## config.mk

```make
export PLATFORM = sky130hd
export DESIGN_NAME = rc_hopping_packet_transmitter_flat
export DESIGN_NICKNAME = d
export VERILOG_FILES = /design/src/rtl/core/rchop_pkg.sv /design/src/rtl/core/rchop_item_if.sv /design/src/rtl/core/rchop_pkt_if.sv /design/src/rtl/core/rchop_cfg_if.sv /design/src/rtl/core/rc_hopping_packet_transmitter.sv /design/src/flat_wrapper.sv
export SDC_FILE = /design/constraint.sdc
export NUM_CORES = 1
export LEC_CHECK = 0
export ABC_AREA = 1
export BUFFER_PORTS_ARGS = -buffer_cell sky130_fd_sc_hd__buf_2
export CAP_MARGIN = 40
export CORE_UTILIZATION = 35
export DETAILED_ROUTE_END_ITERATION = 10
export PLACE_DENSITY = 0.59
export REMOVE_ABC_BUFFERS = 1
export SYNTH_ARGS = -nofsm -noshare
export SYNTH_HDL_FRONTEND = slang
export SYNTH_SLANG_ARGS = --single-unit
```

## constraint.sdc

```tcl
create_clock -name clk_i -period 7.3 [get_ports clk_i]
set_input_delay 1.46 -clock clk_i [delete_from_list [all_inputs] [get_ports clk_i]]
set_output_delay 1.46 -clock clk_i [all_outputs]
set_load 0.03 [all_outputs]
```

## src/rtl/core/rchop_pkg.sv

```systemverilog
// ----------------------------------------------------------------------------
// rchop_pkg
// Shared widths, register indexes and the hop channel table of the
// frequency-hopping packet transmitter.
// ----------------------------------------------------------------------------
package rchop_pkg;

  localparam int unsigned ChanW       = 15;
  localparam int unsigned ByteW       = 8;
  localparam int unsigned PosW        = 5;
  localparam int unsigned CfgIdxW     = 3;
  localparam int unsigned CfgDataW    = 32;
  localparam int unsigned NumChan     = 8;
  localparam int unsigned PacketLen   = 21;
  localparam int unsigned HeaderLen   = 5;

  typedef logic signed [ChanW-1:0] chan_t;

  localparam logic [CfgIdxW-1:0] RegDeviceId       = 3'd0;
  localparam logic [CfgIdxW-1:0] RegFixedIdSet     = 3'd1;
  localparam logic [CfgIdxW-1:0] RegActiveChannels = 3'd2;
  localparam logic [CfgIdxW-1:0] RegModMode        = 3'd3;
  localparam logic [CfgIdxW-1:0] RegBindCount      = 3'd4;

  localparam logic [7:0] HdrBind = 8'hAA;
  localparam logic [7:0] HdrData = 8'h55;

  localparam logic [7:0] HopTable [256] = '{
    8'h0a,8'h5a,8'h14,8'h64,8'h1e,8'h6e,8'h28,8'h78,8'h32,8'h82,8'h3c,8'h8c,8'h46,8'h96,8'h50,8'ha0,
    8'ha0,8'h50,8'h96,8'h46,8'h8c,8'h3c,8'h82,8'h32,8'h78,8'h28,8'h6e,8'h1e,8'h64,8'h14,8'h5a,8'h0a,
    8'h0a,8'h5a,8'h50,8'ha0,8'h14,8'h64,8'h46,8'h96,8'h1e,8'h6e,8'h3c,8'h8c,8'h28,8'h78,8'h32,8'h82,
    8'h82,8'h32,8'h78,8'h28,8'h8c,8'h3c,8'h6e,8'h1e,8'h96,8'h46,8'h64,8'h14,8'ha0,8'h50,8'h5a,8'h0a,
    8'h28,8'h78,8'h0a,8'h5a,8'h50,8'ha0,8'h14,8'h64,8'h1e,8'h6e,8'h3c,8'h8c,8'h32,8'h82,8'h46,8'h96,
    8'h96,8'h46,8'h82,8'h32,8'h8c,8'h3c,8'h6e,8'h1e,8'h64,8'h14,8'ha0,8'h50,8'h5a,8'h0a,8'h78,8'h28,
    8'h50,8'ha0,8'h28,8'h78,8'h0a,8'h5a,8'h1e,8'h6e,8'h3c,8'h8c,8'h32,8'h82,8'h46,8'h96,8'h14,8'h64,
    8'h64,8'h14,8'h96,8'h46,8'h82,8'h32,8'h8c,8'h3c,8'h6e,8'h1e,8'h5a,8'h0a,8'h78,8'h28,8'ha0,8'h50,
    8'h50,8'ha0,8'h46,8'h96,8'h3c,8'h8c,8'h28,8'h78,8'h0a,8'h5a,8'h32,8'h82,8'h1e,8'h6e,8'h14,8'h64,
    8'h64,8'h14,8'h6e,8'h1e,8'h82,8'h32,8'h5a,8'h0a,8'h78,8'h28,8'h8c,8'h3c,8'h96,8'h46,8'ha0,8'h50,
    8'h46,8'h96,8'h3c,8'h8c,8'h50,8'ha0,8'h28,8'h78,8'h0a,8'h5a,8'h1e,8'h6e,8'h32,8'h82,8'h14,8'h64,
    8'h64,8'h14,8'h82,8'h32,8'h6e,8'h1e,8'h5a,8'h0a,8'h78,8'h28,8'ha0,8'h50,8'h8c,8'h3c,8'h96,8'h46,
    8'h46,8'h96,8'h0a,8'h5a,8'h3c,8'h8c,8'h14,8'h64,8'h50,8'ha0,8'h28,8'h78,8'h1e,8'h6e,8'h32,8'h82,
    8'h82,8'h32,8'h6e,8'h1e,8'h78,8'h28,8'ha0,8'h50,8'h64,8'h14,8'h8c,8'h3c,8'h5a,8'h0a,8'h96,8'h46,
    8'h46,8'h96,8'h0a,8'h5a,8'h50,8'ha0,8'h3c,8'h8c,8'h28,8'h78,8'h1e,8'h6e,8'h32,8'h82,8'h14,8'h64,
    8'h64,8'h14,8'h82,8'h32,8'h6e,8'h1e,8'h78,8'h28,8'h8c,8'h3c,8'ha0,8'h50,8'h5a,8'h0a,8'h96,8'h46
  };

endpackage

```

## src/rtl/core/rchop_item_if.sv

```systemverilog
// ----------------------------------------------------------------------------
// rchop_item_if
// Input item channel: start or slot tick with eight channel values.
// ----------------------------------------------------------------------------
interface rchop_item_if;
  logic                 valid;
  logic                 ready;
  logic                 kind;
  logic                 bind_request;
  rchop_pkg::chan_t     channel_0;
  rchop_pkg::chan_t     channel_1;
  rchop_pkg::chan_t     channel_2;
  rchop_pkg::chan_t     channel_3;
  rchop_pkg::chan_t     channel_4;
  rchop_pkg::chan_t     channel_5;
  rchop_pkg::chan_t     channel_6;
  rchop_pkg::chan_t     channel_7;

  modport source (
    output valid, kind, bind_request, channel_0, channel_1, channel_2, channel_3,
           channel_4, channel_5, channel_6, channel_7,
    input  ready
  );
  modport sink (
    input  valid, kind, bind_request, channel_0, channel_1, channel_2, channel_3,
           channel_4, channel_5, channel_6, channel_7,
    output ready
  );
endinterface

```

## src/rtl/core/rchop_pkt_if.sv

```systemverilog
// ----------------------------------------------------------------------------
// rchop_pkt_if
// Output channel: one packet byte per transfer with its packet attributes.
// ----------------------------------------------------------------------------
interface rchop_pkt_if;
  logic                          valid;
  logic                          ready;
  logic [rchop_pkg::ByteW-1:0]   packet_byte;
  logic [rchop_pkg::PosW-1:0]    byte_position;
  logic [7:0]                    radio_channel;
  logic                          last_byte;
  logic                          bind_finished;
  logic                          power_refresh;

  modport source (
    output valid, packet_byte, byte_position, radio_channel, last_byte,
           bind_finished, power_refresh,
    input  ready
  );
  modport sink (
    input  valid, packet_byte, byte_position, radio_channel, last_byte,
           bind_finished, power_refresh,
    output ready
  );
endinterface

```

## src/rtl/core/rchop_cfg_if.sv

```systemverilog
// ----------------------------------------------------------------------------
// rchop_cfg_if
// Configuration write channel: register index and write data.
// ----------------------------------------------------------------------------
interface rchop_cfg_if;
  logic                             valid;
  logic                             ready;
  logic [rchop_pkg::CfgIdxW-1:0]    index;
  logic [rchop_pkg::CfgDataW-1:0]   data;

  modport source (output valid, index, data, input ready);
  modport sink (input valid, index, data, output ready);
endinterface

```

## src/rtl/core/rc_hopping_packet_transmitter.sv

```systemverilog
// ----------------------------------------------------------------------------
// rc_hopping_packet_transmitter
// Frequency-hopping radio control packet transmitter: builds a 21-byte
// packet per slot tick with one shared reciprocal multiply unit.
// ----------------------------------------------------------------------------
//  channel  | dir | modport | contents
//  item_i   | in  | sink    | kind, bind_request, channel_0..channel_7
//  pkt_o    | out | source  | packet_byte, byte_position, radio_channel, flags
//  cfg_i    | in  | sink    | index, data (always ready)
//
//  start item: no output
//  slot tick: 5 header writes, then per channel 1 multiply + 1 clamp
//  + 2 byte writes, then each of the 21 bytes is read and sent out
//  the registered read of each stored byte sets the send time
//  rst_ni clears all control state; configuration registers take their defaults
//  item_i.ready is low while a packet is built or sent; pkt_o stalls hold it
// ----------------------------------------------------------------------------
module rc_hopping_packet_transmitter #(
  parameter int unsigned CHAN_FULL_SCALE = 10000
) (
  input  logic                 clk_i,
  input  logic                 rst_ni,
  rchop_item_if.sink           item_i,
  rchop_pkt_if.source          pkt_o,
  rchop_cfg_if.sink            cfg_i
);

  localparam int unsigned ProdW  = 23;
  localparam int unsigned MagW   = 15;
  localparam int unsigned RecipW = 25;
  localparam int unsigned MulW   = MagW + RecipW;
  localparam int unsigned Shift  = MagW + $clog2(CHAN_FULL_SCALE);
  // ceiling of gain * 2^Shift / full scale, exact for every 15-bit magnitude
  localparam logic [63:0] RecipFull =
    ((64'd497 << Shift) + 64'(CHAN_FULL_SCALE) - 64'd1) / 64'(CHAN_FULL_SCALE);
  localparam logic [RecipW-1:0] Recip = RecipW'(RecipFull);
  localparam logic [rchop_pkg::PosW-1:0] LastPos = 5'(rchop_pkg::PacketLen - 1);
  localparam logic [rchop_pkg::PosW-1:0] HdrLast = 5'(rchop_pkg::HeaderLen - 1);
  localparam logic [rchop_pkg::PosW-1:0] FlagByteA = 5'd10;
  localparam logic [rchop_pkg::PosW-1:0] FlagByteB = 5'd12;

  typedef enum logic [3:0] {
    StIdle, StHdr, StMul, StFin, StWlo, StWhi, StRd, StOut
  } state_e;

  state_e                         state_q;
  logic [31:0]                    id_q;
  logic                           fixed_q;
  logic [3:0]                     active_q;
  logic                           mod_q;
  logic [15:0]                    bind_count_q;
  logic [3:0]                     row_q, col_q, off_q;
  logic [15:0]                    bind_left_q;
  rchop_pkg::chan_t               ch_q [rchop_pkg::NumChan];
  logic                           bind_q, fin_q, ref_q;
  logic [7:0]                     chan_q;
  logic [rchop_pkg::PosW-1:0]     idx_q;
  logic [2:0]                     ch_idx_q;
  logic [ProdW-1:0]               prod_q;
  logic                           neg_q;
  logic [15:0]                    word_q;
  logic [7:0]                     rd_q;
  logic [7:0]                     mem [rchop_pkg::PacketLen];

  logic                           item_xfer, pkt_xfer, cfg_xfer;
  rchop_pkg::chan_t               ch_sel;
  logic [14:0]                    mag;
  logic [MulW-1:0]                prod_full;
  logic signed [24:0]             q_s, v_s;
  logic [15:0]                    word_d;
  logic                           blank;
  logic                           we;
  logic [7:0]                     wbase, wdata;
  logic                           f4, f5, f6;

  assign item_xfer = item_i.valid && item_i.ready;
  assign pkt_xfer  = pkt_o.valid && pkt_o.ready;
  assign cfg_xfer  = cfg_i.valid && cfg_i.ready;

  assign item_i.ready = (state_q == StIdle);
  assign cfg_i.ready  = 1'b1;

  assign pkt_o.valid         = (state_q == StOut);
  assign pkt_o.packet_byte   = rd_q;
  assign pkt_o.byte_position = idx_q;
  assign pkt_o.radio_channel = chan_q;
  assign pkt_o.last_byte     = (idx_q == LastPos);
  assign pkt_o.bind_finished = fin_q;
  assign pkt_o.power_refresh = ref_q;

  // shared unit: magnitude times scaled reciprocal gives the quotient
  assign ch_sel    = ch_q[ch_idx_q];
  assign mag       = ch_sel[14] ? 15'(~ch_sel + 15'd1) : ch_sel;
  assign prod_full = {{RecipW{1'b0}}, mag} * {{MagW{1'b0}}, Recip};

  assign q_s   = neg_q ? -$signed({2'b00, prod_q}) : $signed({2'b00, prod_q});
  assign v_s   = q_s + 25'sd1497;
  assign blank = ({1'b0, ch_idx_q} >= active_q);

  always_comb begin
    if (blank) begin
      word_d = 16'd0;
    end else if (v_s < 0) begin
      word_d = 16'd0;
    end else if (v_s > 25'sd65535) begin
      word_d = 16'hFFFF;
    end else begin
      word_d = v_s[15:0];
    end
  end

  assign f4 = (ch_q[4] > 15'sd400);
  assign f5 = (ch_q[5] > 15'sd400);
  assign f6 = (ch_q[6] > 15'sd400);

  always_comb begin
    case (idx_q[2:0])
      3'd0:    wbase = bind_q ? rchop_pkg::HdrBind : rchop_pkg::HdrData;
      3'd1:    wbase = id_q[7:0];
      3'd2:    wbase = id_q[15:8];
      3'd3:    wbase = id_q[23:16];
      default: wbase = id_q[31:24];
    endcase
    if (state_q == StWlo) begin
      wbase = word_q[7:0];
    end else if (state_q == StWhi) begin
      wbase = word_q[15:8];
    end
    wdata = wbase;
    if (mod_q && idx_q == FlagByteA) begin
      wdata = wbase | {f6, f5, 6'd0};
    end
    if (mod_q && idx_q == FlagByteB) begin
      wdata = wbase | {2'd0, f4, 5'd0};
    end
  end

  assign we = (state_q == StHdr) || (state_q == StWlo) || (state_q == StWhi);

  always_ff @(posedge clk_i) begin
    if (we) begin
      mem[idx_q] <= wdata;
    end
    if (state_q == StRd) begin
      rd_q <= mem[idx_q];
    end
  end

  always_ff @(posedge clk_i or negedge rst_ni) begin
    if (!rst_ni) begin
      state_q      <= StIdle;
      id_q         <= '0;
      fixed_q      <= 1'b0;
      active_q     <= 4'd8;
      mod_q        <= 1'b0;
      bind_count_q <= 16'd2500;
      row_q        <= '0;
      col_q        <= '0;
      off_q        <= '0;
      bind_left_q  <= '0;
      for (int i = 0; i < rchop_pkg::NumChan; i++) begin
        ch_q[i] <= '0;
      end
      bind_q       <= 1'b0;
      fin_q        <= 1'b0;
      ref_q        <= 1'b0;
      chan_q       <= '0;
      idx_q        <= '0;
      ch_idx_q     <= '0;
      prod_q       <= '0;
      neg_q        <= 1'b0;
      word_q       <= '0;
    end else begin
      if (cfg_xfer) begin
        unique case (cfg_i.index)
          rchop_pkg::RegDeviceId:       id_q         <= cfg_i.data;
          rchop_pkg::RegFixedIdSet:     fixed_q      <= cfg_i.data[0];
          rchop_pkg::RegActiveChannels: active_q     <= cfg_i.data[3:0];
          rchop_pkg::RegModMode:        mod_q        <= cfg_i.data[0];
          rchop_pkg::RegBindCount:      bind_count_q <= cfg_i.data[15:0];
          default: ;
        endcase
      end

      unique case (state_q)
        StIdle: begin
          if (item_xfer && !item_i.kind) begin
            row_q <= id_q[3:0];
            col_q <= '0;
            off_q <= id_q[7:4];
            bind_left_q <= (item_i.bind_request || !fixed_q) ? bind_count_q : 16'd0;
          end else if (item_xfer) begin
            ch_q[0] <= item_i.channel_0;
            ch_q[1] <= item_i.channel_1;
            ch_q[2] <= item_i.channel_2;
            ch_q[3] <= item_i.channel_3;
            ch_q[4] <= item_i.channel_4;
            ch_q[5] <= item_i.channel_5;
            ch_q[6] <= item_i.channel_6;
            ch_q[7] <= item_i.channel_7;
            idx_q   <= '0;
            if (bind_left_q != 16'd0) begin
              bind_q      <= 1'b1;
              chan_q      <= 8'd1;
              bind_left_q <= bind_left_q - 16'd1;
              fin_q       <= (bind_left_q == 16'd1);
              ref_q       <= 1'b0;
            end else begin
              bind_q <= 1'b0;
              chan_q <= rchop_pkg::HopTable[{row_q, col_q}] - {4'd0, off_q};
              col_q  <= col_q + 4'd1;
              ref_q  <= (col_q == 4'hF);
              fin_q  <= 1'b0;
            end
            state_q <= StHdr;
          end
        end
        StHdr: begin
          idx_q <= idx_q + 5'd1;
          if (idx_q == HdrLast) begin
            ch_idx_q <= '0;
            state_q  <= StMul;
          end
        end
        StMul: begin
          prod_q  <= ProdW'(prod_full >> Shift);
          neg_q   <= ch_sel[14];
          state_q <= StFin;
        end
        StFin: begin
          word_q  <= word_d;
          state_q <= StWlo;
        end
        StWlo: begin
          idx_q   <= idx_q + 5'd1;
          state_q <= StWhi;
        end
        StWhi: begin
          if (ch_idx_q == 3'd7) begin
            idx_q   <= '0;
            state_q <= StRd;
          end else begin
            idx_q    <= idx_q + 5'd1;
            ch_idx_q <= ch_idx_q + 3'd1;
            state_q  <= StMul;
          end
        end
        StRd: begin
          state_q <= StOut;
        end
        StOut: begin
          if (pkt_xfer) begin
            if (idx_q == LastPos) begin
              state_q <= StIdle;
            end else begin
              idx_q   <= idx_q + 5'd1;
              state_q <= StRd;
            end
          end
        end
        default: state_q <= StIdle;
      endcase
    end
  end

endmodule

```

## src/flat_wrapper.sv

```systemverilog
// flat-port wrapper written by rule: the top's interface ports become plain ports
module rc_hopping_packet_transmitter_flat 
#(
  parameter int unsigned CHAN_FULL_SCALE = 10000
)
  (clk_i, rst_ni, item_i_valid, item_i_kind, item_i_bind_request, item_i_channel_0, item_i_channel_1, item_i_channel_2, item_i_channel_3, item_i_channel_4, item_i_channel_5, item_i_channel_6, item_i_channel_7, item_i_ready, pkt_o_valid, pkt_o_packet_byte, pkt_o_byte_position, pkt_o_radio_channel, pkt_o_last_byte, pkt_o_bind_finished, pkt_o_power_refresh, pkt_o_ready, cfg_i_valid, cfg_i_index, cfg_i_data, cfg_i_ready);
  rchop_item_if item_i_i ();
  rchop_pkt_if pkt_o_i ();
  rchop_cfg_if cfg_i_i ();
  input  logic clk_i;
  input  logic rst_ni;
  input wire logic [$bits(item_i_i.valid)-1:0] item_i_valid;
  input wire logic [$bits(item_i_i.kind)-1:0] item_i_kind;
  input wire logic [$bits(item_i_i.bind_request)-1:0] item_i_bind_request;
  input wire logic [$bits(item_i_i.channel_0)-1:0] item_i_channel_0;
  input wire logic [$bits(item_i_i.channel_1)-1:0] item_i_channel_1;
  input wire logic [$bits(item_i_i.channel_2)-1:0] item_i_channel_2;
  input wire logic [$bits(item_i_i.channel_3)-1:0] item_i_channel_3;
  input wire logic [$bits(item_i_i.channel_4)-1:0] item_i_channel_4;
  input wire logic [$bits(item_i_i.channel_5)-1:0] item_i_channel_5;
  input wire logic [$bits(item_i_i.channel_6)-1:0] item_i_channel_6;
  input wire logic [$bits(item_i_i.channel_7)-1:0] item_i_channel_7;
  output wire logic [$bits(item_i_i.ready)-1:0] item_i_ready;
  output wire logic [$bits(pkt_o_i.valid)-1:0] pkt_o_valid;
  output wire logic [$bits(pkt_o_i.packet_byte)-1:0] pkt_o_packet_byte;
  output wire logic [$bits(pkt_o_i.byte_position)-1:0] pkt_o_byte_position;
  output wire logic [$bits(pkt_o_i.radio_channel)-1:0] pkt_o_radio_channel;
  output wire logic [$bits(pkt_o_i.last_byte)-1:0] pkt_o_last_byte;
  output wire logic [$bits(pkt_o_i.bind_finished)-1:0] pkt_o_bind_finished;
  output wire logic [$bits(pkt_o_i.power_refresh)-1:0] pkt_o_power_refresh;
  input wire logic [$bits(pkt_o_i.ready)-1:0] pkt_o_ready;
  input wire logic [$bits(cfg_i_i.valid)-1:0] cfg_i_valid;
  input wire logic [$bits(cfg_i_i.index)-1:0] cfg_i_index;
  input wire logic [$bits(cfg_i_i.data)-1:0] cfg_i_data;
  output wire logic [$bits(cfg_i_i.ready)-1:0] cfg_i_ready;
  assign item_i_i.valid = item_i_valid;
  assign item_i_i.kind = item_i_kind;
  assign item_i_i.bind_request = item_i_bind_request;
  assign item_i_i.channel_0 = item_i_channel_0;
  assign item_i_i.channel_1 = item_i_channel_1;
  assign item_i_i.channel_2 = item_i_channel_2;
  assign item_i_i.channel_3 = item_i_channel_3;
  assign item_i_i.channel_4 = item_i_channel_4;
  assign item_i_i.channel_5 = item_i_channel_5;
  assign item_i_i.channel_6 = item_i_channel_6;
  assign item_i_i.channel_7 = item_i_channel_7;
  assign item_i_ready = item_i_i.ready;
  assign pkt_o_valid = pkt_o_i.valid;
  assign pkt_o_packet_byte = pkt_o_i.packet_byte;
  assign pkt_o_byte_position = pkt_o_i.byte_position;
  assign pkt_o_radio_channel = pkt_o_i.radio_channel;
  assign pkt_o_last_byte = pkt_o_i.last_byte;
  assign pkt_o_bind_finished = pkt_o_i.bind_finished;
  assign pkt_o_power_refresh = pkt_o_i.power_refresh;
  assign pkt_o_i.ready = pkt_o_ready;
  assign cfg_i_i.valid = cfg_i_valid;
  assign cfg_i_i.index = cfg_i_index;
  assign cfg_i_i.data = cfg_i_data;
  assign cfg_i_ready = cfg_i_i.ready;
  rc_hopping_packet_transmitter #(.CHAN_FULL_SCALE(CHAN_FULL_SCALE)) u_core (.clk_i(clk_i), .rst_ni(rst_ni), .item_i(item_i_i), .pkt_o(pkt_o_i), .cfg_i(cfg_i_i));
endmodule
```

Word level (Yosys, flattened, before mapping)
Memories as Yosys holds them, arrays and structs flattened. A register that Yosys moved wholly into a read port is not among the register bits. Cells that the tools add are included.

Bits in writable memories: 168. Flip-flop bits (word level): 253. Output and inout port bits: 27. Logic and storage cells: 156. Bits of input ports: 162. Memory bits (read-only): 2048. Memories kept: 2.

Memory list: (no name shown) (words 256, width 8, read ports 1, clocked after memory_dff 0, write ports 0, RTL line rc_hopping_packet_transmitter.sv:210) `chan_q <= rchop_pkg::HopTable[{row_q, col_q}] - {4'd0, off_q};`; u_core.mem (words 21, width 8, read ports 1, clocked after memory_dff 1, write ports 1, RTL line rc_hopping_packet_transmitter.sv:63) `logic [7:0] mem [rchop_pkg::PacketLen];`.

Bitwise operators: 6. Equal/unequal tests: 28. Order comparisons: 8. Multiplexer cells: 45. Add/subtract/negate cells: 8. $mul: 1. Reductions and logical operators: 31.

Operators with widths (count): 16-bit two-way mux (7); 8-bit two-way mux (8); 15-bit binary-select mux with 3-bit select (1); 15-bit by 10-bit > comparator with 1-bit output (second input constant) (3); 15-bit two-way mux (3); 15-bit by 25-bit multiplier with 40-bit output (second input constant) (1); 4-bit one-hot mux with 8 select lines (1); 8-bit one-hot mux with 4 select lines (1); 4-bit two-way mux (7); 25-bit by 12-bit adder with 25-bit output (second input constant) (1); 25-bit by 17-bit > comparator with 1-bit output (second input constant) (1); 25-bit by 1-bit less-than comparator with 1-bit output (second input constant) (1); 25-bit two-way mux (1); 5-bit two-way mux (5); 11-bit negation with 25-bit output (1); 5-bit one-hot mux with 4 select lines (1); 16-bit by 1-bit equality test with 1-bit output (second input constant) (1); 4-bit by 3-bit equality test with 1-bit output (second input constant) (4); 16-bit nonzero test (1); 16-bit by 1-bit subtractor with 16-bit output (second input constant) (1); 15-bit by 1-bit adder with 15-bit output (second input constant) (1); 15-bit inverter (1); 3-bit by 2-bit equality test with 1-bit output (second input constant) (4); 3-bit two-way mux (4); other kinds (36) (67).

Depth between registers and ports, before layout
Depth after elaboration: 8. Mapped depth: 38. Mapped depth without buffers: 36.

Worst setup path before layout
OpenSTA, ideal clock, no wires.

Path type: reg-to-reg. From: reg u_core.ch_idx_q[0]. To: reg u_core.prod_q[3]. Buffers on the path: 2. Data required time: 7.173 ns. Library setup time: 0.127 ns. Cell stages (with the launch flop): 33. Arrival time: 6.508 ns. Slack: 0.665 ns. Clock period less this slack: 6.635 ns. Cells stage by stage: dfrtp_1 -> buf_6 -> buf_4 -> nand2_1 -> nand3_1 -> nand3_1 -> nand2_1 -> nand3_2 -> nor3_2 -> or2_2 -> xor2_1 -> inv_1 -> fa_1 -> inv_1 -> ha_1 -> inv_1 -> fa_1 -> inv_1 -> fa_1 -> fa_1 -> inv_1 -> fa_1 -> inv_1 -> ha_1 -> a21oi_1 -> inv_1 -> a31oi_1 -> nand2_1 -> a221oi_1 -> nand2_1 -> or2_2 -> nand3_1 -> o21ai_0.

Cells in the longest elaborated chain, start to end: 8.

RTL lines: from (decl) (RTL line rc_hopping_packet_transmitter.sv:58) `logic [2:0] ch_idx_q;`; from (signal assigned) (RTL line rc_hopping_packet_transmitter.sv:244) `ch_idx_q <= ch_idx_q + 3'd1;`; 3-bit inverter with 4-bit output (not written as such) (*) (RTL line rc_hopping_packet_transmitter.sv:92) `assign ch_sel = ch_q[ch_idx_q];`; 15-bit binary-select mux with 3-bit select (*) (RTL line rc_hopping_packet_transmitter.sv:92); 15-bit two-way mux (not written as such) (*) (2 in a row) (RTL line rc_hopping_packet_transmitter.sv:92); 15-bit inverter (RTL line rc_hopping_packet_transmitter.sv:93) `assign mag = ch_sel[14] ? 15'(~ch_sel + 15'd1) : ch_sel;`; 15-bit by 1-bit adder with 15-bit output (RTL line rc_hopping_packet_transmitter.sv:93); 15-bit two-way mux (*) (RTL line rc_hopping_packet_transmitter.sv:93); 15-bit by 25-bit multiplier with 40-bit output (*) (RTL line rc_hopping_packet_transmitter.sv:94) `assign prod_full = {{RecipW{1'b0}}, mag} * {{MagW{1'b0}}, Recip};`; to (signal assigned) (RTL line rc_hopping_packet_transmitter.sv:226) `prod_q <= ProdW'(prod_full >> Shift);`; to (decl) (RTL line rc_hopping_packet_transmitter.sv:59) `logic [ProdW-1:0] prod_q;`.

Mark *: on every way between the ends. The rest lies on a longest branch, timed or not. The select of a mux whose other input is x is not followed. A chain may end at the register's enable or synchronous reset.

Final worst setup path
From: reg u_core.ch_idx_q[0]. To: reg u_core.prod_q[1].

The elaborated chain is that of the path after synthesis.

==> metrics <==
dpl cell area=30400 um2; Slew HR=35.2%; final instance area=32400 um2; Required @ worst endpoint=7.78 ns; final cycle utilization of the critical path=95.7%; DP HPWL=60.7 mm; Vias/cell=5.05; Port Buffers=between 150 and 200; Total Wirelength=around 83 mm; final core utilization=40.9%; Initial Util=35.6%; Hold Buf Count CTS=0; TritonCTS buffer count=48; # IOs=189; Layout area overhead=14.9%; routed len/inst=between 15 and 20 um; vias in the first global route=23.2k; RSZ-0062 raised after global routing=yes; max incr delay on CP=0.59 ns; final hold vios=0; Mean Syn Cell Area=8.49 um2; ys async rst share=58.9%; die area=81800 um2; die height=~290 um; via count=about 23k; Routed Antenna Nets=0; # clock sinks=428; total negative setup slack=0 ns; Synth area leader=dfrtp_1; placed insts=4488; Ant. Diodes=0; all-layer global routing usage=20.3%; Reg clk slew, reported paths=0.06 ns; Data arrival, critical path=7.46 ns; layout net count=between 3k and 4k; DRC viols=0; CP Capture Type=flop; #FFs+latches synth=428; yosys warns=0; final max-slew violation count=0; CORE AREA=79400 um2; CTS tree=yes; Fmax achieved=143 MHz; die width=286 um; Mapped Cells=about 3.3k; GPL Wtd Cong=0.935; Startpoint Class=flop; worst-path fanout max=6; Tmin final=6.99 ns; Clk Latency, worst-skew pair=0.61 ns; drt first-iter violations=1912; crit path kind=flop to flop; largest net degree at the start of global routing=205; initial antenna violation count=4; Worst-Margin Slew=0.972 ns; drt pass-1 iters=6; Max Cap Violations=0; top cells by area, synth=dfrtp_1 (22%), edfxtp_1 (19%), nand2_1 (9.7%), ha_1 (8.8%), fa_1 (7.8%); Main synth FF type=dfrtp_1; CTS Root Cell=clkbuf_16; post-synthesis instance area=about 28000 um2; Rows=between 100 and 150; top cell type's share of synthesized area=21.8%; global-route wire length before repair=132 mm; Final Non-Filler Cells=~4.6k; # H-tree levels=2; synth unique cells=65; status=complete, no violations; layout cell share with drive strength beyond 1=13.4%; CTS Buffer Depth=3; GRT Residual Overflow=0; post-synthesis sequential area ratio=41.1%; slowest CP cell=fa_1; Post-synth EDFFs=176; type of the worst min-delay path=flop to flop; Worst Skew=0.0199 ns; Setup Viol. Count Final=0
-- layout make-up --
type                            instances  area, um2
Clock inverter                         34        418
Timing Repair Buffer                  261       1690
Multi-Input combinational cell       2281      14300
Inverter                              483       1820
Clock buffer                           56       1260
Tap cell                             1050       1310
Fill cell                            8058      46900
Sequential cell                       428      11600
-- metrics by stage --
| stage | setup WS, ns | hold slack (ns) |
|---|---|---|
| CTS | 0.285 | 0.483 |
| floorplan | -3.59 | 0.437 |
| finish | 0.313 | 0.481 |
| global placement | 0.365 | 0.463 |
| detailed placement | 0.339 | 0.467 |
| global route | -0.0581 | 0.503 |
-- worst max-delay path: cells and delay by family (launching register included) --
family	cells	cell delay, ns
adders and majority gates	7	3.01
and+or+nand+nor	10	1.24
AOI/OAI and AO/OA	5	1.02
buffers and inverters	8	0.74
DFF	1	0.52
xor gates and xnor gates	2	0.33
-- kinds of logic after synthesis --
logic type / count (synthesis) / share of synthesized area, %
adders and majority gates: 309 / 16.6
and+or+nand+nor: 1279 / 18.9
muxes: 16 / 0.638
other: 1 / 0.0133
DFF: 428 / 41.1
AOI/OAI and AO/OA: 635 / 12.8
xor gates and xnor gates: 41 / 1.35
buffers and inverters: 615 / 8.62
-- per-layer routing --
metal,part of all wire (%),wire length (um),track usage [%]
met1,46,37900,28.4
met2,46,38500,32.9
met3,5.9,4930,2.58
met4,2.2,1840,5.29
met5,0.040,33,0
-- registers in the layout, summed over array words and instances, names as in the netlist, 3 cells and up --
| signal | flops |
|---|---|
| u_core.off_q | 4 |
| u_core.pkt_o.packet_byte | 8 |
| u_core.active_q | 4 |
| u_core.bind_left_q | 16 |
| u_core.word_q | 16 |
| u_core.pkt_o.byte_position | 5 |
| u_core.id_q | 32 |
| u_core.pkt_o.radio_channel | 8 |
| u_core.ch_idx_q | 3 |
| u_core.state_q | 3 |
| u_core.mem | 168 |
| u_core.bind_count_q | 16 |
| u_core.col_q | 4 |
| u_core.prod_q | 11 |
| u_core.row_q | 4 |
| u_core.ch_q | 120 |
-- Yosys cell counts, types with 8 or more instances --
cell type,n
nand2_1,728
inv_1,458
o21ai_0,357
nor2_1,284
dfrtp_1,246
ha_1,199
edfxtp_1,176
nand3_1,155
fa_1,110
a21oi_1,89
clkbuf_1,88
o22ai_1,52
xor2_1,31
nor3_1,23
o211ai_1,23
buf_2,22
nand2_2,22
inv_2,21
nand4_1,19
mux2_2,16
o21ai_1,16
a221oi_1,11
a22oi_1,11
a31oi_1,11
nor4_1,10
buf_6,8
-- worst paths after layout --
kind	slack (ns)	cells past startpoint	endpoint	startpoint
worst max register to register	0.31	32	u_core.prod_q[1]	u_core.ch_idx_q[0]
worst min register to register	0.48	2	u_core.word_q[2]	u_core.word_q[2]
worst min-delay path	0.48	2	u_core.word_q[2]	u_core.word_q[2]
worst max-delay path	0.31	32	u_core.prod_q[1]	u_core.ch_idx_q[0]
max in group asynchronous	4.98	2	u_core.ch_q[103]	rst_ni
min in group asynchronous	0.95	1	u_core.bind_left_q[7]	rst_ni
-- layout by cell type, fill, tap and decap left out, drive strengths merged, types with 24 or more instances in the layout --
master  count
nand2     750
inv       482
o21ai     379
nor2      295
buf       257
dfrtp     246
ha        199
edfxtp    176
nand3     161
fa        110
a21oi      90
clkbuf     60
o22ai      52
xor2       34
nor3       26
o211ai     24
-- what timing repair did --
item,in CTS,in global routing
resized for setup,0,39
buffers inserted,0,10
setup endpoints to repair,0,11
Power is left out: the tool's default activity adds up to more than one toggle a clock period on the data nets, which glitch-free logic cannot reach.
